--- config.mk ---
export PLATFORM = sky130hd
export DESIGN_NAME = escaped_frame_deframer_core
export DESIGN_NICKNAME = d
export VERILOG_FILES = /design/src/hw/rtl/efd_pkg.sv /design/src/hw/rtl/efd_drain.sv /design/src/hw/rtl/escaped_frame_deframer_core.sv
export SDC_FILE = /design/constraint.sdc
export NUM_CORES = 1
export LEC_CHECK = 0
export BUFFER_PORTS_ARGS = -buffer_cell sky130_fd_sc_hd__buf_2
export CORE_MARGIN = 5
export CORE_UTILIZATION = 65
export DETAILED_ROUTE_END_ITERATION = 16
export PLACE_DENSITY = 0.82
export SETUP_SLACK_MARGIN = 0.5
export SLEW_MARGIN = 20
export SYNTH_ARGS = -nofsm -noshare
export SYNTH_HDL_FRONTEND = slang
export SYNTH_SLANG_ARGS = --single-unit
--- constraint.sdc ---
create_clock -name clk -period 5.4 [get_ports clk]
set_input_delay 0.54 -clock clk [delete_from_list [all_inputs] [get_ports clk]]
set_output_delay 0.54 -clock clk [all_outputs]
set_load 0.01 [all_outputs]
--- src/hw/rtl/efd_pkg.sv ---
// Shared constants and types of the escaped frame deframer.
package efd_pkg;

	localparam int STORE_DEPTH = 64;
	localparam int ADDR_W      = (STORE_DEPTH > 1) ? $clog2(STORE_DEPTH) : 1;
	localparam int CNT_W       = $clog2(STORE_DEPTH + 1);
	localparam int BYTE_W      = 8;
	localparam int LEN_W       = 6;
	localparam int M_TDATA_W   = 16;
	localparam int M_PAD_W     = M_TDATA_W - LEN_W - BYTE_W;

	localparam logic [BYTE_W-1:0] ESC_CODE   = 8'h80;
	localparam logic [BYTE_W-1:0] START_CODE = 8'h81;
	localparam logic [BYTE_W-1:0] END_CODE   = 8'h82;

	// Parser to store/drain unit
	typedef struct packed {
		logic              wr_en;
		logic [ADDR_W-1:0] wr_addr;
		logic [BYTE_W-1:0] wr_data;
		logic              start;
		logic [LEN_W-1:0]  start_len;
	} efd_ctrl_t;

endpackage

--- src/hw/rtl/efd_drain.sv ---
// Frame store memory and the unit that reads a good frame out as a run.
module efd_drain (
	input  logic                         clk,
	input  logic                         arst_n,
	input  efd_pkg::efd_ctrl_t           ctrl,
	output logic                         busy,
	output logic                         m_tvalid,
	input  logic                         m_tready,
	output logic [efd_pkg::M_TDATA_W-1:0] m_tdata, // [7:0] payload_byte, [13:8] payload_length
	output logic                         m_tlast
);

	typedef enum logic [1:0] {
		ST_IDLE  = 2'b01,
		ST_DRAIN = 2'b10
	} drain_state_t;

	drain_state_t                    state_q;
	logic [efd_pkg::ADDR_W-1:0]      rd_ptr_q;
	logic [efd_pkg::LEN_W-1:0]       len_q;
	logic [efd_pkg::LEN_W-1:0]       out_len_q;
	logic [efd_pkg::BYTE_W-1:0]      rd_data_q;
	logic                            valid_q;
	logic                            last_q;
	logic [efd_pkg::BYTE_W-1:0]      store_q [efd_pkg::STORE_DEPTH];
	logic                            issue;
	logic                            issue_last;

	// a read is issued only when the output register is free or being emptied
	assign issue      = (state_q == ST_DRAIN) && (!valid_q || m_tready);
	assign issue_last = (efd_pkg::LEN_W'(rd_ptr_q) == (len_q - efd_pkg::LEN_W'(1)));
	assign busy       = (state_q != ST_IDLE);

	always_ff @(posedge clk) begin
		if (ctrl.wr_en) begin
			store_q[ctrl.wr_addr] <= ctrl.wr_data;
		end
		if (issue) begin
			rd_data_q <= store_q[rd_ptr_q];
			last_q    <= issue_last;
			out_len_q <= len_q;
		end
	end

	always_ff @(posedge clk or negedge arst_n) begin
		if (!arst_n) begin
			state_q  <= ST_IDLE;
			rd_ptr_q <= '0;
			len_q    <= '0;
			valid_q  <= 1'b0;
		end else begin
			case (state_q)
				ST_IDLE: begin
					if (ctrl.start) begin
						state_q  <= ST_DRAIN;
						rd_ptr_q <= '0;
						len_q    <= ctrl.start_len;
					end
				end
				ST_DRAIN: begin
					if (issue) begin
						rd_ptr_q <= rd_ptr_q + efd_pkg::ADDR_W'(1);
						if (issue_last) begin
							state_q <= ST_IDLE;
						end
					end
				end
				default: begin
					state_q <= ST_IDLE;
				end
			endcase
			if (issue) begin
				valid_q <= 1'b1;
			end else if (m_tready) begin
				valid_q <= 1'b0;
			end
		end
	end

	assign m_tvalid = valid_q;
	assign m_tlast  = last_q;
	assign m_tdata  = {{efd_pkg::M_PAD_W{1'b0}}, out_len_q, rd_data_q};

	a_start_idle: assert property (@(posedge clk) disable iff (!arst_n)
		ctrl.start |-> state_q == ST_IDLE)
		else $error("drain started while busy");

	a_no_write_in_drain: assert property (@(posedge clk) disable iff (!arst_n)
		ctrl.wr_en |-> state_q == ST_IDLE)
		else $error("store written during drain");

	a_last_ends_drain: assert property (@(posedge clk) disable iff (!arst_n)
		(issue && issue_last) |=> state_q == ST_IDLE)
		else $error("drain did not finish on last byte");

	a_len_nonzero: assert property (@(posedge clk) disable iff (!arst_n)
		state_q == ST_DRAIN |-> len_q != '0)
		else $error("drain with zero length");

endmodule

--- src/hw/rtl/escaped_frame_deframer_core.sv ---
// Top level of the escaped frame deframer: line byte parser and frame checker.
// Usage notes:
//  - s_* carries one raw line byte per transaction in s_tdata[7:0].
//  - 0x81 opens (or restarts) a frame, 0x82 closes it, 0x80 escapes the
//    following byte so it is stored as data.
//  - A frame of at least two stored bytes whose 8-bit sum is zero comes out
//    on m_* as a run of payload bytes (checksum dropped); m_tlast marks the
//    final byte and m_tdata[13:8] carries the payload length on every byte.
//  - A good end byte triggers a read-out of the frame store, one byte per cycle
//    from its single read port while m_tready is high; the first payload
//    byte is valid after the drain state and its read are registered, and
//    s_tready stays low until the last payload byte has been read.
//  - A bad, short or overflowing frame produces nothing.
//  - m_tdata/m_tlast are registered; when m_tready is low the read-out pauses
//    and the current byte holds. A fresh line byte may be taken while the
//    last payload byte still waits.
//  - Reset clears the parser and drain control; the store needs no clearing
//    since only bytes written by the current frame are ever read.
module escaped_frame_deframer_core (
	input  logic                          clk,
	input  logic                          arst_n,
	input  logic                          s_tvalid,
	output logic                          s_tready,
	input  logic [7:0]                    s_tdata, // [7:0] line_byte
	output logic                          m_tvalid,
	input  logic                          m_tready,
	output logic [efd_pkg::M_TDATA_W-1:0] m_tdata, // [7:0] payload_byte, [13:8] payload_length
	output logic                          m_tlast
);

	logic                          esc_q;
	logic                          framing_q;
	logic [efd_pkg::CNT_W-1:0]     cnt_q;
	logic [efd_pkg::BYTE_W-1:0]    sum_q;

	logic                          esc_d;
	logic                          framing_d;
	logic [efd_pkg::CNT_W-1:0]     cnt_d;
	logic [efd_pkg::BYTE_W-1:0]    sum_d;
	logic                          take;
	logic                          store_data;
	logic                          full;
	logic                          busy;
	efd_pkg::efd_ctrl_t            ctrl;

	assign s_tready = !busy;
	assign take     = s_tvalid && s_tready;
	assign full     = (cnt_q >= efd_pkg::CNT_W'(efd_pkg::STORE_DEPTH));

	always_comb begin
		esc_d          = esc_q;
		framing_d      = framing_q;
		cnt_d          = cnt_q;
		sum_d          = sum_q;
		store_data     = 1'b0;
		ctrl.wr_en     = 1'b0;
		ctrl.wr_addr   = cnt_q[efd_pkg::ADDR_W-1:0];
		ctrl.wr_data   = s_tdata;
		ctrl.start     = 1'b0;
		ctrl.start_len = efd_pkg::LEN_W'(cnt_q - efd_pkg::CNT_W'(1));
		if (take) begin
			if (s_tdata == efd_pkg::ESC_CODE && !esc_q) begin
				esc_d = 1'b1;
			end else if (esc_q) begin
				esc_d      = 1'b0;
				store_data = 1'b1;
			end else if (s_tdata == efd_pkg::START_CODE) begin
				framing_d = 1'b1;
				cnt_d     = '0;
				sum_d     = '0;
			end else if (s_tdata != efd_pkg::END_CODE) begin
				store_data = 1'b1;
			end else begin
				ctrl.start = framing_q && (cnt_q >= efd_pkg::CNT_W'(2)) && (sum_q == '0);
				framing_d  = 1'b0;
				cnt_d      = '0;
				sum_d      = '0;
			end
			if (store_data && framing_q) begin
				if (full) begin
					// overflow abandons the frame
					framing_d = 1'b0;
					cnt_d     = '0;
					sum_d     = '0;
				end else begin
					ctrl.wr_en = 1'b1;
					cnt_d      = cnt_q + efd_pkg::CNT_W'(1);
					sum_d      = sum_q + s_tdata;
				end
			end
		end
	end

	always_ff @(posedge clk or negedge arst_n) begin
		if (!arst_n) begin
			esc_q     <= 1'b0;
			framing_q <= 1'b0;
			cnt_q     <= '0;
			sum_q     <= '0;
		end else begin
			esc_q     <= esc_d;
			framing_q <= framing_d;
			cnt_q     <= cnt_d;
			sum_q     <= sum_d;
		end
	end

	efd_drain u_drain (
		.clk      (clk),
		.arst_n   (arst_n),
		.ctrl     (ctrl),
		.busy     (busy),
		.m_tvalid (m_tvalid),
		.m_tready (m_tready),
		.m_tdata  (m_tdata),
		.m_tlast  (m_tlast)
	);

	a_cnt_bound: assert property (@(posedge clk) disable iff (!arst_n)
		cnt_q <= efd_pkg::CNT_W'(efd_pkg::STORE_DEPTH))
		else $error("byte count beyond store depth");

	a_idle_clear: assert property (@(posedge clk) disable iff (!arst_n)
		!framing_q |-> (cnt_q == '0 && sum_q == '0))
		else $error("count or sum left over outside a frame");

	a_end_clears: assert property (@(posedge clk) disable iff (!arst_n)
		ctrl.start |=> (!framing_q && cnt_q == '0 && !s_tready))
		else $error("good frame end did not idle parser and stall input");

endmodule
==> metrics.yaml, run 1 <==
power:
  ir_drop_uv: 374
  p_leak_nw: 7.85
  power-per-cell-area_mw_per_mm2: 472
routing:
  num_vias: 11700
  dr.pass1.iters: 5
  postRouteAntennaNets: 0
  first_iter_violations: 1813
  routedWlPerCell_um: 31.0
  routed_via_density: 7.01
  drt-total-wl_um: 51500
  drcViolationCount: 0
floorplan:
  io_pins: 31
  dieArea_mm2: 0.0383
  chipHeight_um: 196
  core-area_mm2: 0.0343
  rows: 68
  die_w_um: 196
  start_util: 0.653
run:
  max_cap_violations: 0
cells_and_area:
  layout-drive-gt1-share: 0.220
  fin_util: 0.717
  fin_nets: 1190
  diodes: 0
  area_growth_pct: 9.85
  fillCellCount: 1923
logic_synthesis:
  synth_enable_flop_cells: 527
  seq_area_frac_synth: 0.743
  async_flop_share: 0.0572
  synth_area_leaders: "edfxtp_1, mux4_2, dfrtp_1, mux2i_1, nor2_1"
  synth_common_cells: "edfxtp_1, mux4_2, nor2_1, mux2i_1, dfrtp_1"
  syn-instance-count: 1130
  synth_top_cell_area_share: 0.707
  synth_cell_types: 60
  synth_top_area_cell: "edfxtp_1"
  synth.most_common_cell: "edfxtp_1"
  synth.avg_cell_area_um2: 19.8
  ys_warn_count: 0
  syn-cell-area_mm2: 0.0224
  ys_ff_latch: 559
  synth_ff_type: "edfxtp_1"
sta:
  tightest_slew_ns: 0.995
  skew_ns: 0.0132
  slew_violations: 0
  relSlewSlack: 0.336
  min_period_ns: 3.61
  setup_viol_count_final: 0
  rsz0062_at_grt: "false"
  setup_slack_ns: 1.79
  period_share: 0.669
  tns_ns: 0
  clock.fmax_mhz: 277
  hold_viol: 0
worst_setup_path:
  worst-path-stages: 6
  path_max_fanout: 11
  cp_num_buf_inv: 0
  cp_cell_sequence: "nor3_1 -> nand3_1 -> nand3b_2 -> nor2_1 -> nand4_1 -> nor2_1"
  worst_ep_required_time_ns: 5.59
  worstSetupEndpointType: "flip-flop"
  cpMostUsedCell: "nor2_1"
  critical_path_class: "reg2reg"
  cp_top_family: "simple AND/OR/NAND/NOR gates"
  slowest_stage: "nor2_1"
  cpPeakStageDelay_ns: 0.92
  worstSetupStartpointType: "flip-flop"
  worstPathArrival_ns: 3.80
  rr_worst_depth: 6
cts:
  cts_made_buffers: 53
  cts_setup_buffers: 0
  cts_resized: 0
  cts_buffer_depth: 3
  htree_levels: 2
  cts_tree: "built"
  cts_hold_buf: 0
  clock-sinks: 559
  clkLatencyLatePin_ns: 0.56
  clk_pin_slew_ns: 0.07
  ctsRootBufferMaster: "clkbuf_16"
placement:
  hpwl_um: 29300
  io_buffers: 28
  place_ws_ns: 1.54
  gp_congestion: 0.840
run_status:
  status: "completed"
global_route:
  grt_usage: 0.270
  antenna_found_initial: 1
  grt_pass1_vias: 11500
  grt_max_degree: 70
  grt-ovfl-total: 0
  grt_pass1_wl_um: 76000
min_path:
  hold_path_class: "in2async"
[cells in the final DEF (no fill, tap or decap), drive strengths merged, types with 8 or more instances in the layout]
cell type / synthesis / final
a21oi: 22 / 22
a22oi: 8 / 8
buf: 40 / 44
clkbuf: 25 / 73
clkinv: 0 / 15
dfrtp: 31 / 31
edfxtp: 527 / 527
ha: 12 / 12
inv: 12 / 13
mux2i: 42 / 42
mux4: 132 / 132
nand2: 23 / 23
nor2: 85 / 85
nor3: 11 / 11
o21ai: 30 / 30
o22ai: 11 / 11
xor2: 12 / 12
[final timing paths]
kind	start	end	slack (ns)
hold reg to reg	u_drain.len_q[5]	u_drain.out_len_q[5]	0.51
setup reg to reg	esc_q	u_drain.store_q[12][2]	1.79
hold / removal	arst_n	sum_q[0]	0.06
setup / recovery	esc_q	u_drain.store_q[12][2]	1.79
min in group clk	m_tready	u_drain.m_tvalid	0.29
max in group asynchronous	arst_n	u_drain.rd_ptr_q[1]	4.78
[layer usage]
metal	share of wire	up-vias	global-route usage
li1	-	4682	-
met1	0.38	6020	0.402
met2	0.48	804	0.419
met3	0.096	150	0.0431
met4	0.041	0	0.0934
met5	0	-	0
[sequential cells by signal (all words and copies together), names as in the netlist]
signal             flops
u_drain.m_tvalid       1
u_drain.rd_data_q      8
u_drain.state_q        2
u_drain.len_q          6
framing_q              1
cnt_q                  7
esc_q                  1
u_drain.store_q      512
sum_q                  8
u_drain.rd_ptr_q       6
u_drain.out_len_q      6
u_drain.m_tlast        1
[stage by stage]
step / hold slack, ns / power (mW) / instance area, um^2 / instances
final: 0.0555 / 11.6 / 24600 / 1662
after global routing: 0.0899 / 12.0 / 24600 / 1662
after CTS: 0.0492 / 11.6 / 24600 / 1662
after detailed placement: 0.479 / 7.90 / 22900 / 1565
after global placement: 0.472 / 7.84 / 22900 / 1565
after floorplan: 0.244 / 7.19 / 22400 / 1131
[power breakdown]
| group | switching (mW) | total, mW | internal [mW] | leakage, nW |
|---|---|---|---|---|
| sequential | 0.290 | 5.11 | 4.82 | 5.14 |
| clock | 1.55 | 3.71 | 2.16 | 0.835 |
| combinational | 1.44 | 2.78 | 1.34 | 1.87 |
[layout make-up]
class / instances / area (um^2) / area share
clock inverters: 24 / 269 / 0.0109
multi-input cells: 495 / 5320 / 0.216
inverters: 12 / 45.0 / 0.00183
flip-flops and latches: 559 / 16600 / 0.677
repair buffers: 44 / 298 / 0.0121
well taps: 455 / 569 / 0.0232
clock buffers: 73 / 1450 / 0.0591
[logic make-up (layout without fill, tap and decap cells)]
kind of cell,Yosys count,after routing,synth area share
buffers and inverters,77,153,0.0198
adders and majority gates,13,13,0.00760
other,1,2,0.000168
and+or+nand+nor,175,175,0.0378
muxes,179,179,0.154
DFF,559,559,0.743
AOI/OAI and AO/OA,107,107,0.0303
xor gates and xnor gates,19,19,0.00743
Power figures use the tool's default switching activity.
==> run 2: changes to the inputs <==
--- a/config.mk
+++ b/config.mk
@@ -7,9 +7,9 @@
 export LEC_CHECK = 0
 export BUFFER_PORTS_ARGS = -buffer_cell sky130_fd_sc_hd__buf_2
 export CORE_MARGIN = 5
-export CORE_UTILIZATION = 65
+export CORE_UTILIZATION = 63
 export DETAILED_ROUTE_END_ITERATION = 16
-export PLACE_DENSITY = 0.82
+export PLACE_DENSITY = 0.8
 export SETUP_SLACK_MARGIN = 0.5
 export SLEW_MARGIN = 20
 export SYNTH_ARGS = -nofsm -noshare
==> constraint.sdc (replaced) <==
create_clock -name clk -period 3.8 [get_ports clk]
set_input_delay 0.38 -clock clk [delete_from_list [all_inputs] [get_ports clk]]
set_output_delay 0.38 -clock clk [all_outputs]
set_load 0.01 [all_outputs]
==> metrics.yaml, run 2 (synthesized netlist as in run 1, its figures left out) <==
floorplan:
  start_util: 0.634  # -0.0189
  chipHeight_um: 199  # +1.5%
  dieArea_mm2: 0.0394  # +3.0%
  die_w_um: 199  # +1.5%
  io_pins: 31  # unchanged
  core-area_mm2: 0.0353  # +3.0%
  rows: 69  # +1.5%
cells_and_area:
  fin_nets: 1228  # +3.2%
  regMostFlops: "u_drain.store_q"
  final_cell_mix: "edfxtp_1, mux4_2, nor2_1"
  final_common_cell: "edfxtp_1"
  largest_reg_flops: 512  # unchanged
  layout-drive-gt1-share: 0.250  # +0.0304
  fin_area_mm2: 0.0249  # +1.3%
  largestRegisters: "u_drain.store_q: 512 flops, sum_q: 8 flops, u_drain.rd_data_q: 8 flops"
  diodes: 0  # unchanged
  area_growth_pct: 11.2
  fillCellCount: 2024  # +5.3%
  instances_no_fill: 1705  # +2.6%
  fin_util: 0.705  # -0.0120
worst_setup_path:
  cp_num_buf_inv: 0  # unchanged
  critical_path_class: "reg2reg"
  path_max_fanout: 10  # -1
  cp_cell_sequence: "nor3_1 -> nand3_1 -> nand3b_2 -> or2_1 -> or4_1 -> nor2_1"
  cp_top_family: "simple AND/OR/NAND/NOR gates"
  slowest_stage: "or4_1"
  cpPeakStageDelay_ns: 0.81  # -0.11 ns
  worstSetupEndpointType: "flip-flop"
  worstPathArrival_ns: 3.31  # -0.49 ns
  worstSetupStartpointType: "flip-flop"
  worst_ep_required_time_ns: 3.99  # -1.60 ns
  rrSetupSlack_ns: 0.68  # -1.11 ns
routing:
  first_iter_violations: 1312  # -28%
  routedWlPerCell_um: 29.6  # -4.3%
  drcViolationCount: 0  # unchanged
  postRouteAntennaNets: 0  # unchanged
  num_vias: 11400  # -1.8%
  dr.pass1.iters: 8  # +3
  routed_via_density: 6.71  # -4.3%
  drt-total-wl_um: 50500  # -1.9%
sta:
  setup_slack_ns: 0.676  # -1.11 ns
  slew_violations: 0  # unchanged
  period_share: 0.822  # +0.153
  skew_ns: 0.0162  # +0.00299 ns
  min_period_ns: 3.12  # -0.488 ns
  hold_viol: 0  # unchanged
  tightest_slew_ns: 1.02  # +0.0300 ns
  clock.fmax_mhz: 320  # +16%
  rsz0062_at_grt: "false"
  tns_ns: 0  # unchanged
  setup_viol_count_final: 0  # unchanged
  relSlewSlack: 0.317  # -0.0193
global_route:
  grt_max_degree: 70  # unchanged
  grt-ovfl-total: 0  # unchanged
  grt_pass1_vias: 11500  # +0.15%
  antenna_found_initial: 1  # unchanged
  grt_usage: 0.263  # -0.00604
  grt_pass1_wl_um: 75600  # -0.46%
cts:
  cts_resized: 0  # unchanged
  cts_tree: "built"
  clock-sinks: 559  # unchanged
  ctsRootBufferMaster: "clkbuf_16"
  cts_setup_buffers: 0  # unchanged
  cts_buffer_depth: 3  # unchanged
  cts_made_buffers: 53  # unchanged
  htree_levels: 2  # unchanged
  clkLatencyLatePin_ns: 0.56  # about the same
  clk_pin_slew_ns: 0.06  # about the same
  cts_hold_buf: 1  # +1
placement:
  gp_congestion: 0.858  # +2.2%
  dp_cells: 1608  # +2.7%
  hpwl_um: 30200  # +3.0%
  placed_area_mm2: 0.0232  # +1.3%
  io_buffers: 28  # unchanged
  place_ws_ns: 0.496  # -1.04 ns
run:
  max_cap_violations: 0  # unchanged
power:
  power-per-cell-area_mw_per_mm2: 661  # +40%
  p_leak_nw: 8.06  # +2.7%
  ir_drop_uv: 424  # +13%
run_status:
  status: "completed"
min_path:
  hold_path_class: "in2reg"
-- run 2: cell count changes in the layout (fill, tap and decap cells not counted), sizes merged --
cell,delta
inv,-1
dlygate4sd3,+1
buf,+37
clkbuf,+1
bufinv,-1
-- run 2: layer usage --
metal / wire length [um] / up-vias / global-route usage / part of all wire
met4: 1580 / 2 / 0.0813 / 0.031
met1: 19700 / 5954 / 0.384 / 0.39
met3: 4570 / 93 / 0.0552 / 0.090
met2: 24700 / 651 / 0.415 / 0.49
met5: 13 / - / 0 / 0.00026
li1: - / 4749 / - / -
-- run 2: metrics by stage --
step	total power [mW]	hold slack [ns]
floorplan	10.2	0.0844
global placement	11.3	0.509
detailed placement	11.3	0.502
CTS	16.5	0.187
global route	17.1	0.197
finish	16.5	0.210
-- run 2: worst min-delay path: cells and delay by family --
kind / cells / cell delay [ns]
AOI/OAI and AO/OA: 2 / 0.23
buffers and inverters: 1 / 0.12
-- run 2: path summary, 6_finish.rpt --
check                         start                endpoint  depth (start not counted)
setup / recovery              esc_q  u_drain.store_q[49][2]                          6
hold / removal             s_tvalid               framing_q                          3
setup reg to reg              esc_q  u_drain.store_q[49][2]                          6
hold reg to reg            sum_q[4]                sum_q[4]                          2
max in group asynchronous    arst_n     u_drain.rd_ptr_q[0]                          2
min in group asynchronous    arst_n                cnt_q[0]                          2
-- run 2: report_power, final --
group          internal (mW)  total, mW  switching, mW
logic                   1.96       3.97           2.01
clock network           3.06       5.20           2.15
registers               6.84       7.30          0.457
total                   11.9       16.5           4.61
-- run 2: cell type report --
class                      instances  area, um^2  area share
sequential                       559       16600       0.668
multi-input combinational        495        5320       0.214
clock buffer                      74        1490      0.0596
timing repair buffer              82         598      0.0240
tap                              461         577      0.0232
clock inverter                    22         238     0.00955
inverter                          12        45.0     0.00181
